<file path="src/design/xtea_pkg.sv">
// Shared types, constants and helpers for the XTEA block cipher.
`default_nettype none

package xtea_pkg;

  localparam int WORD_W      = 32;
  localparam int CYCLE_COUNT = 32;
  localparam int NUM_STAGES  = 2 * CYCLE_COUNT;
  localparam int KEY_WORDS   = 4;
  localparam int CFG_INDEX_W = 4;

  localparam logic [WORD_W-1:0] XTEA_DELTA = 32'h9E37_79B9;

  typedef logic [WORD_W-1:0] word_t;
  typedef logic [KEY_WORDS-1:0][WORD_W-1:0] key_set_t;

  typedef enum logic [CFG_INDEX_W-1:0] {
    REG_KEY0 = 4'd0,
    REG_KEY1 = 4'd1,
    REG_KEY2 = 4'd2,
    REG_KEY3 = 4'd3
  } reg_index_t;

  typedef struct packed {
    logic  func;
    word_t v0;
    word_t v1;
  } blk_t;

  function automatic word_t mix_word(input word_t w);
    return ((w << 4) ^ (w >> 5)) + w;
  endfunction

  // Running sum seen by half-round h (elaboration time only).
  function automatic word_t half_sum(input logic dec, input int h);
    int          c;
    int          m;
    logic [63:0] p;
    c = h >> 1;
    m = dec ? (CYCLE_COUNT - c - (h & 1)) : (c + (h & 1));
    p = 64'(m) * 64'(XTEA_DELTA);
    return p[WORD_W-1:0];
  endfunction

endpackage

`default_nettype wire

</file>
<file path="src/design/xtea_oskid.sv">
// Output register with skid entry; parts the pipeline from the sink.
`default_nettype none

module xtea_oskid import xtea_pkg::*; (
  input  wire logic clk,
  input  wire logic rst,
  input  wire logic up_valid,
  input  wire blk_t up_data,
  output logic      up_ready,
  output logic      dn_valid,
  output blk_t      dn_data,
  input  wire logic dn_ready
);

  logic main_valid;
  blk_t main_data;
  logic skid_valid;
  blk_t skid_data;
  logic move;

  assign move     = dn_ready || !main_valid;
  assign up_ready = !skid_valid;
  assign dn_valid = main_valid;
  assign dn_data  = main_data;

  always_ff @(posedge clk) begin
    if (rst) begin
      main_valid <= 1'b0;
      skid_valid <= 1'b0;
    end else if (move) begin
      if (skid_valid) begin
        main_valid <= 1'b1;
        skid_valid <= 1'b0;
      end else begin
        main_valid <= up_valid;
      end
    end else if (up_valid && !skid_valid) begin
      skid_valid <= 1'b1;
    end
  end

  always_ff @(posedge clk) begin
    if (move) begin
      main_data <= skid_valid ? skid_data : up_data;
    end else if (up_valid && !skid_valid) begin
      skid_data <= up_data;
    end
  end

  a_skid_needs_main: assert property (@(posedge clk) disable iff (rst)
    skid_valid |-> main_valid)
    else $error("skid entry held without output beat");

  a_skid_only_on_stall: assert property (@(posedge clk) disable iff (rst)
    $rose(skid_valid) |-> $past(main_valid && !dn_ready && up_valid))
    else $error("skid filled without a stalled output");

  a_skid_drains: assert property (@(posedge clk) disable iff (rst)
    (skid_valid && dn_ready) |=> (!skid_valid && main_valid &&
      main_data == $past(skid_data)))
    else $error("skid entry not moved to output");

endmodule

`default_nettype wire

</file>
<file path="config.mk">
export PLATFORM = sky130hd
export DESIGN_NAME = xtea_oskid
export DESIGN_NICKNAME = d
export VERILOG_FILES = /design/src/design/xtea_pkg.sv /design/src/design/xtea_oskid.sv
export SDC_FILE = /design/constraint.sdc
export NUM_CORES = 1
export LEC_CHECK = 0
export BUFFER_PORTS_ARGS = -buffer_cell sky130_fd_sc_hd__clkbuf_2
export CORE_MARGIN = 1
export CORE_UTILIZATION = 54
export CTS_BUF_LIST = sky130_fd_sc_hd__clkbuf_8
export CTS_CLUSTER_DIAMETER = 120
export DETAILED_ROUTE_END_ITERATION = 6
export GPL_TIMING_DRIVEN = 0
export PLACE_DENSITY = 0.82
export SLEW_MARGIN = 30
export SYNTH_ARGS = -nofsm -noshare
export SYNTH_HDL_FRONTEND = slang
export SYNTH_SLANG_ARGS = --single-unit
</file>
<file path="constraint.sdc">
create_clock -name clk -period 11.1 [get_ports clk]
set_input_delay 1.11 -clock clk [delete_from_list [all_inputs] [get_ports clk]]
set_output_delay 1.11 -clock clk [all_outputs]
set_load 0.02 [all_outputs]
</file>
[Word level (Yosys, flattened, before mapping)]
Index checks and enable logic that the tools add are counted.
Widths: inputs -> output; s select.
Cells by class
  muxes and demuxes: 2
  bitwise operators: 1
  reduce and logical (&&, ||, !) cells: 6
Operator list (count)
  $mux 65: 1
  $logic_not 1->1: 2
  $reduce_and 2->1: 1
  $reduce_or 2->1: 1
  $logic_and 1x1->1: 1
  $logic_or 1x1->1: 1
  $mux 1: 1
  $not 1->1: 1
Storage, ports and cells
  bits in registers: 132
  input port bits: 69
  output and inout port bits: 67
  word-level logic and storage cells: 17

[Logic depth before layout (Yosys ltp)]
Gate-level depths: netlist (run 1).
  depth in word-level cells: 4
  mapped depth: 5

[Worst setup path before layout (run 1)]
OpenSTA, ideal clock, no wires.
  path kind: input -> register
  start: input port dn_ready
  end: register skid_data[0] (netlist bit) (enable)
  data arrival time: 7.594 ns
  required time: 10.519 ns
  slack: 2.925 ns
  cell stages on the path: 2
  buffers on the path: 0
  path through: nand2b_1 nor3b_1
Between the ends
  longest elaborated chain between the ends: 3
Ends and longest elaborated chain
  start, declared: line xtea_oskid.sv:12  | input wire logic dn_ready
  $logic_or 1x1->1: line xtea_oskid.sv:21  | assign move = dn_ready || !main_valid;
  $not 1->1 (no line)
  $reduce_and 2->1 (no line)
  end signal, assigned: line xtea_oskid.sv:46  | skid_data <= up_data;
  end, declared: line xtea_oskid.sv:18  | blk_t skid_data;
No other way between the ends.
A chain may end at the register's enable or synchronous reset.

[Final worst setup path (run 1)]
  start: input port dn_ready
  end: register skid_data[17] (netlist bit) (enable)
Between the ends
  longest elaborated chain between the ends: 3
Ends and longest elaborated chain
  $logic_or 1x1->1: line xtea_oskid.sv:21
  via move: line xtea_oskid.sv:19  | logic move;
  $not 1->1 (no line)
  $reduce_and 2->1 (no line)
The timed path passes the listed nets, and every way through them passes these cells.

==> metrics.cfg, run 1 <==
[logic_synthesis]
synth_seq_area_share=0.816
synthSimpleGateAreaFrac=0.00466
yosysTopAreaCell=edfxtp_1
synth_top_area_share=0.807
yosys-top-cells-area=edfxtp_1 (81%), mux2_2 (11%), mux2_4 (5.3%), buf_6 (0.93%), dfxtp_1 (0.83%)
async_flop_share=0
synth_top_family_by_area=multiplexers
synthMostInstantiatedCell=edfxtp_1
synth_common_cells=edfxtp_1 (130), mux2_2 (48), mux2_4 (17)
synth_mux_area_frac=0.165
synthAdderAreaFrac=0
ys.flop_type=edfxtp_1
synth.net_count=280
synth-compound-area-share=0.00103
synthDistinctLibCells=12
synth_area_per_cell_um2=22.9
syn_area_um2=4840
synth_edf_count=130
synth_xor_area_frac=0
yosys_warnings=0
ys_seq_elements=132
syn_inst=211

[pwr]
power_density_nw_per_um2=166
ir_drop_mv=0.0929
clkPwrFrac=0.337
seq_power_share=0.575
switching_power_uw=245
p_comb_frac=0.088
totalPowerFinal_uw=1010
p_leak_uw=0.00241
power.internal_uw=767
p_sw_frac=0.242

[critical_path]
critPathCapture=skid_data[17]
start_kind=input port
worst-r2r-setup-slack_ns=8.46
ff2ff_path_depth=7
worstSetupStartpoint=dn_ready
path_class=input port to register
critPathMaxFanout=44
end_kind=register
reg2reg_to=skid_data[17]
cp.arrival_ns=3.24
rr_startpoint=dn_valid
required_ns=11.22

[cts]
clk_pin_slew_worst_paths_ns=0.07
cts_tree=built
h-tree-depth=4
clk_latency_ns=0.41
cts-root-buf=clkbuf_8
ctsHoldBuffers=0
cts_buffers=17
cts.sinks=132
cts.repair.resized=0
cts_setup_buffers=0
clock_path_buffers=2

[sta]
period_needed_ns=3.12
hold_viol=0
timing.final.ws_setup_ns=7.98
worst_clock_skew_ns=0.00868
fin_setup_tns_ns=0
max_freq_mhz=321
worst_pin_slew_ns=0.552
slew_headroom=0.630
min_period_over_period=0.281
setup_violations=0
report.final.slew_viol_count=0
grt_setup_unrepaired=false

[routing]
first_iter_violations=87
ant_nets=0
drc=0
routedWlPerCell_um=16.7
via_count=2504
wl_um=8280
drt-pass1-iter-count=4
viasPerCell=5.06

[placement]
place_congestion=0.718
place_area_um2=5740
pre_cts_slack_ns=7.52
post-dp-hpwl_um=5850
placement.io_buffers=135

[cells_and_area]
n_antenna_cell=0
syn_to_final_growth_pct=25.8
finalNetCount=443
drive_above_1_share=0.643
fin_area_um2=6080

[floorplanning]
chipHeight_um=96.6
ioPinCount=136
num_rows=34
start_util=0.557
dieArea_um2=9340
dieWidth_um=96.6
core_area_um2=8680

[global_routing]
antenna_found_initial=0
grt-ovfl-total=0
grt_pass1_wl_um=13100
grt_max_degree=45
grt_util_all_layers=0.187
grt_pass1_vias=2581

[min_path]
min_path_type=register to register

[job]
cap_violations=0

[status]
outcome=finished, final reports clean

[how the worst min path moves through the flow]
| stage | startpoint | end | slack (ns) | depth (start not counted) |
|---|---|---|---|---|
| floorplan | skid_data[0] | dn_data[0] | 0.52 | 1 |
| global placement | skid_data[29] | dn_data[29] | 0.53 | 1 |
| detailed placement | skid_data[41] | dn_data[41] | 0.53 | 1 |
| CTS | skid_data[22] | dn_data[22] | 0.55 | 1 |
| global route | skid_data[22] | dn_data[22] | 0.56 | 1 |
| finish | skid_data[22] | dn_data[22] | 0.54 | 1 |
[worst max-delay path, cell delays in order]
cell,delay [ns]
clkbuf_2,0.09
nand2b_4,0.31
buf_12,0.29
nor3b_2,0.52
buf_4,0.30
buf_4,0.20
buf_4,0.20
buf_4,0.20
[state kept, by name, summed over array words and instances, names as in the netlist]
| name | count |
|---|---|
| dn_data | 65 |
| skid_data | 65 |
| dn_valid | 1 |
| skid_valid | 1 |
[stage by stage]
step           utilization  std cells  hold WS (ns)
2_1_floorplan            -        211         0.523
3_3_place_gp         0.651        454         0.527
3_5_place_dp         0.662        463         0.531
4_1_cts              0.701        495         0.547
5_1_grt              0.701        495         0.557
6_report             0.701        495         0.544
[power groups by stage]
| stage | sequential, uW | combinational, uW | clock [uW] |
|---|---|---|---|
| 6_report | 582 | 88.8 | 341 |
| 5_1_grt | 584 | 94.8 | 369 |
| 4_1_cts | 582 | 90.2 | 349 |
| 3_5_place_dp | 593 | 89.9 | 0 |
| 3_3_place_gp | 595 | 84.4 | 0 |
| 2_1_floorplan | 619 | 24.0 | 0 |
[cell type report]
cell class	instances	area, um^2
buffer	8	65.1
multi-input combinational	70	836
fill	590	2590
sequential	132	3940
clock buffer	17	234
timing repair buffer	144	759
clock inverter	15	108
inverter	1	3.75
tap	108	135
[layer usage]
layer	wire [um]	vias up	part of all wire	global-route usage
met3	605	8	0.073	0.0838
met4	79	0	0.0095	0.0689
met5	0	-	0	0
li1	-	1169	-	-
met1	3540	1226	0.43	0.234
met2	4050	101	0.49	0.289
[placed cells by master, fill, tap and decap left out]
cell        synthesis  layout
nand2b_4            0       1
buf_4               0       7
buf_6               4       5
buf_2               4       4
mux2_4             17      17
clkinvlp_4          0       5
clkinv_2            0       2
clkinv_4            0       2
inv_6               0       4
nor3b_2             0       1
clkinv_1            0       1
clkbuf_8            0      17
buf_12              0       1
nor2_1              1       1
dfxtp_1             2       2
mux2_2             48      48
nor3_1              1       1
clkbuf_2            0     135
inv_1               1       2
a21oi_1             1       1
edfxtp_1          130     130
[cells by family after synthesis]
family,Yosys count
AO/OA/AOI/OAI,1
AND/OR/NAND/NOR,4
buffers and inverters,9
multiplexers,65
flip-flops,132
No activity file was read; power rests on OpenSTA's default activity.
==> run 2: changes to the inputs <==
--- a/config.mk
+++ b/config.mk
@@ -5,6 +5,7 @@
 export SDC_FILE = /design/constraint.sdc
 export NUM_CORES = 1
 export LEC_CHECK = 0
+export ABC_AREA = 1
 export BUFFER_PORTS_ARGS = -buffer_cell sky130_fd_sc_hd__clkbuf_2
 export CORE_MARGIN = 1
 export CORE_UTILIZATION = 54
==> constraint.sdc (replaced) <==
create_clock -name clk -period 3 [get_ports clk]
set_input_delay 0.3 -clock clk [delete_from_list [all_inputs] [get_ports clk]]
set_output_delay 0.3 -clock clk [all_outputs]
set_load 0.02 [all_outputs]
==> metrics.cfg, run 2 <==
[cells_and_area]
syn_to_final_growth_pct=26.5
final_common_cell=nand2_1
finalNetCount=579  ; +31%
fin_area_um2=6110  ; +0.43%
n_antenna_cell=0  ; unchanged
drive_above_1_share=0.359  ; -0.284
final_cell_mix=nand2_1 (197), clkbuf_2 (135), edfxtp_1 (130), clkbuf_8 (17), buf_2 (8)

[logic_synthesis]
synth_area_per_cell_um2=13.7  ; -40%
yosys-top-cells-area=edfxtp_1 (81%), nand2_1 (15%), buf_6 (1.2%), buf_2 (0.83%), dfxtp_1 (0.83%)
synth.net_count=422  ; +51%
synthMostInstantiatedCell=nand2_1
yosys_warnings=0  ; unchanged
synthDistinctLibCells=11  ; -1
async_flop_share=0  ; unchanged
synth_top_area_share=0.808  ; +0.000836
ys.flop_type=edfxtp_1
ys_seq_elements=132  ; unchanged
synth_edf_count=130  ; unchanged
syn_inst=353  ; +67%
synth_common_cells=nand2_1 (198), edfxtp_1 (130), buf_2 (8)
syn_area_um2=4830  ; -0.10%
yosysTopAreaCell=edfxtp_1
synth_seq_area_share=0.816  ; +0.000845

[global_routing]
grt_util_all_layers=0.207  ; +0.0205
grt_max_degree=35  ; -22%
grt_pass1_wl_um=13900  ; +5.9%
antenna_found_initial=0  ; unchanged
grt_pass1_vias=2975  ; +15%
grt-ovfl-total=0  ; unchanged

[critical_path]
cp_top_family=simple AND/OR/NAND/NOR gates
cp_slowest_stage_delay_ns=0.56  ; +0.04 ns
critPathMaxFanout=34  ; -23%
end_kind=register
required_ns=3.12  ; -8.10 ns
path_class=register to register
start_kind=register
worst-r2r-setup-slack_ns=0.70  ; -7.76 ns
crit_path_top_delay_cell=nor2_4
cp.arrival_ns=2.43  ; -0.81 ns
crit_top_cell=buf_16
cp_num_buf_inv=3  ; -3
path_cells=nand2_4 -> buf_12 -> nor2_4 -> buf_16 -> buf_16

[pwr]
p_leak_uw=0.00273  ; +13%
ir_drop_mv=0.386  ; +320%
power_density_nw_per_um2=644  ; +290%
totalPowerFinal_uw=3930  ; +290%

[floorplanning]
chipHeight_um=96.6  ; about the same
num_rows=34  ; unchanged
dieWidth_um=96.6  ; about the same
core_area_um2=8680  ; unchanged
start_util=0.557  ; -0.000577
dieArea_um2=9330  ; about the same
ioPinCount=136  ; unchanged

[placement]
pre_cts_slack_ns=0.559  ; -6.96 ns
place_congestion=0.780  ; +8.7%
place_area_um2=5730  ; -0.20%
post-dp-hpwl_um=6350  ; +8.6%
placement.io_buffers=135  ; unchanged

[routing]
ant_nets=0  ; unchanged
drt-pass1-iter-count=4  ; unchanged
wl_um=9170  ; +11%
viasPerCell=4.92  ; -2.7%
routedWlPerCell_um=14.5  ; -13%
drc=0  ; unchanged
via_count=3106  ; +24%
first_iter_violations=172  ; +98%

[sta]
timing.final.ws_setup_ns=0.695  ; -7.29 ns
slew_headroom=0.530  ; -0.100
period_needed_ns=2.30
report.final.slew_viol_count=0  ; unchanged
setup_violations=0  ; unchanged
worst_clock_skew_ns=0.0140  ; +0.00535 ns
grt_setup_unrepaired=false
min_period_over_period=0.768
worst_pin_slew_ns=0.704  ; +0.151 ns
hold_viol=0  ; unchanged
max_freq_mhz=434

[cts]
cts-root-buf=clkbuf_8
cts.repair.resized=0  ; unchanged
cts_buffers=17  ; unchanged
clock_path_buffers=2  ; unchanged
clk_latency_ns=0.42  ; about the same
cts_setup_buffers=0  ; unchanged
clk_pin_slew_worst_paths_ns=0.08  ; about the same
ctsHoldBuffers=0  ; unchanged
cts_tree=built
cts.sinks=132  ; unchanged
h-tree-depth=4  ; unchanged

[job]
cap_violations=0  ; unchanged

[min_path]
min_path_type=input port to register

[status]
outcome=finished, final reports clean

==> run 2: cell count changes after synthesis, sizes merged <==
cell    change
a21oi       -1
o21ai       +1
nor3        -1
nor3b       -1
inv         +2
nand2b      -1
nand3       +1
nand2     +198
buf         +7
mux2       -65
nor2        +2
==> run 2: path summary, 6_finish.rpt <==
kind,start,end,cells after the start
max,dn_valid,skid_data[33],5
min reg2reg,skid_data[35],dn_data[35],2
min,up_data[46],skid_data[46],1
max reg2reg,dn_valid,skid_data[33],5
==> run 2: power breakdown <==
part	leakage, uW	switching (uW)	internal (uW)
logic	0.00125	231	118
registers	0.00128	28.8	2140
clock network	0.000190	737	677
total	0.00273	997	2940
==> run 2: cell type report <==
class,count,area (um^2)
Tap cell,108,135
Clock inverter,15,145
Sequential cell,132,3940
Timing Repair Buffer,138,751
Clock buffer,17,234
Inverter,3,11.3
Multi-Input combinational cell,203,779
Buffer,15,111
Fill cell,630,2570
==> run 2: routing by layer <==
| metal | share of wire | routed length [um] | up-vias | global-route usage |
|---|---|---|---|---|
| met3 | 0.065 | 597 | 15 | 0.0556 |
| met2 | 0.50 | 4610 | 118 | 0.332 |
| met5 | 0 | 0 | - | 0 |
| met1 | 0.41 | 3770 | 1455 | 0.260 |
| met4 | 0.021 | 193 | 0 | 0.107 |
| li1 | - | - | 1518 | - |
==> run 2: kinds of logic (layout without fill, tap and decap cells) <==
group,Yosys count,count (layout),share of synthesized area
buffers and inverters,18,188,0.0254
AOI/OAI and AO/OA,1,1,0.00104
DFF,132,132,0.816
and+or+nand+nor,202,202,0.157
==> run 2: metrics by stage <==
step | cells | hold WS, ns | setup TNS (ns) | util
finish | 631 | 0.0609 | 0 | 0.704
global route | 631 | 0.0370 | 0 | 0.704
CTS | 631 | 0.0408 | 0 | 0.704
detailed placement | 599 | 0.494 | 0 | 0.660
global placement | 596 | 0.492 | -38.67 | 0.651
floorplan | 353 | 0.399 | 0 | -
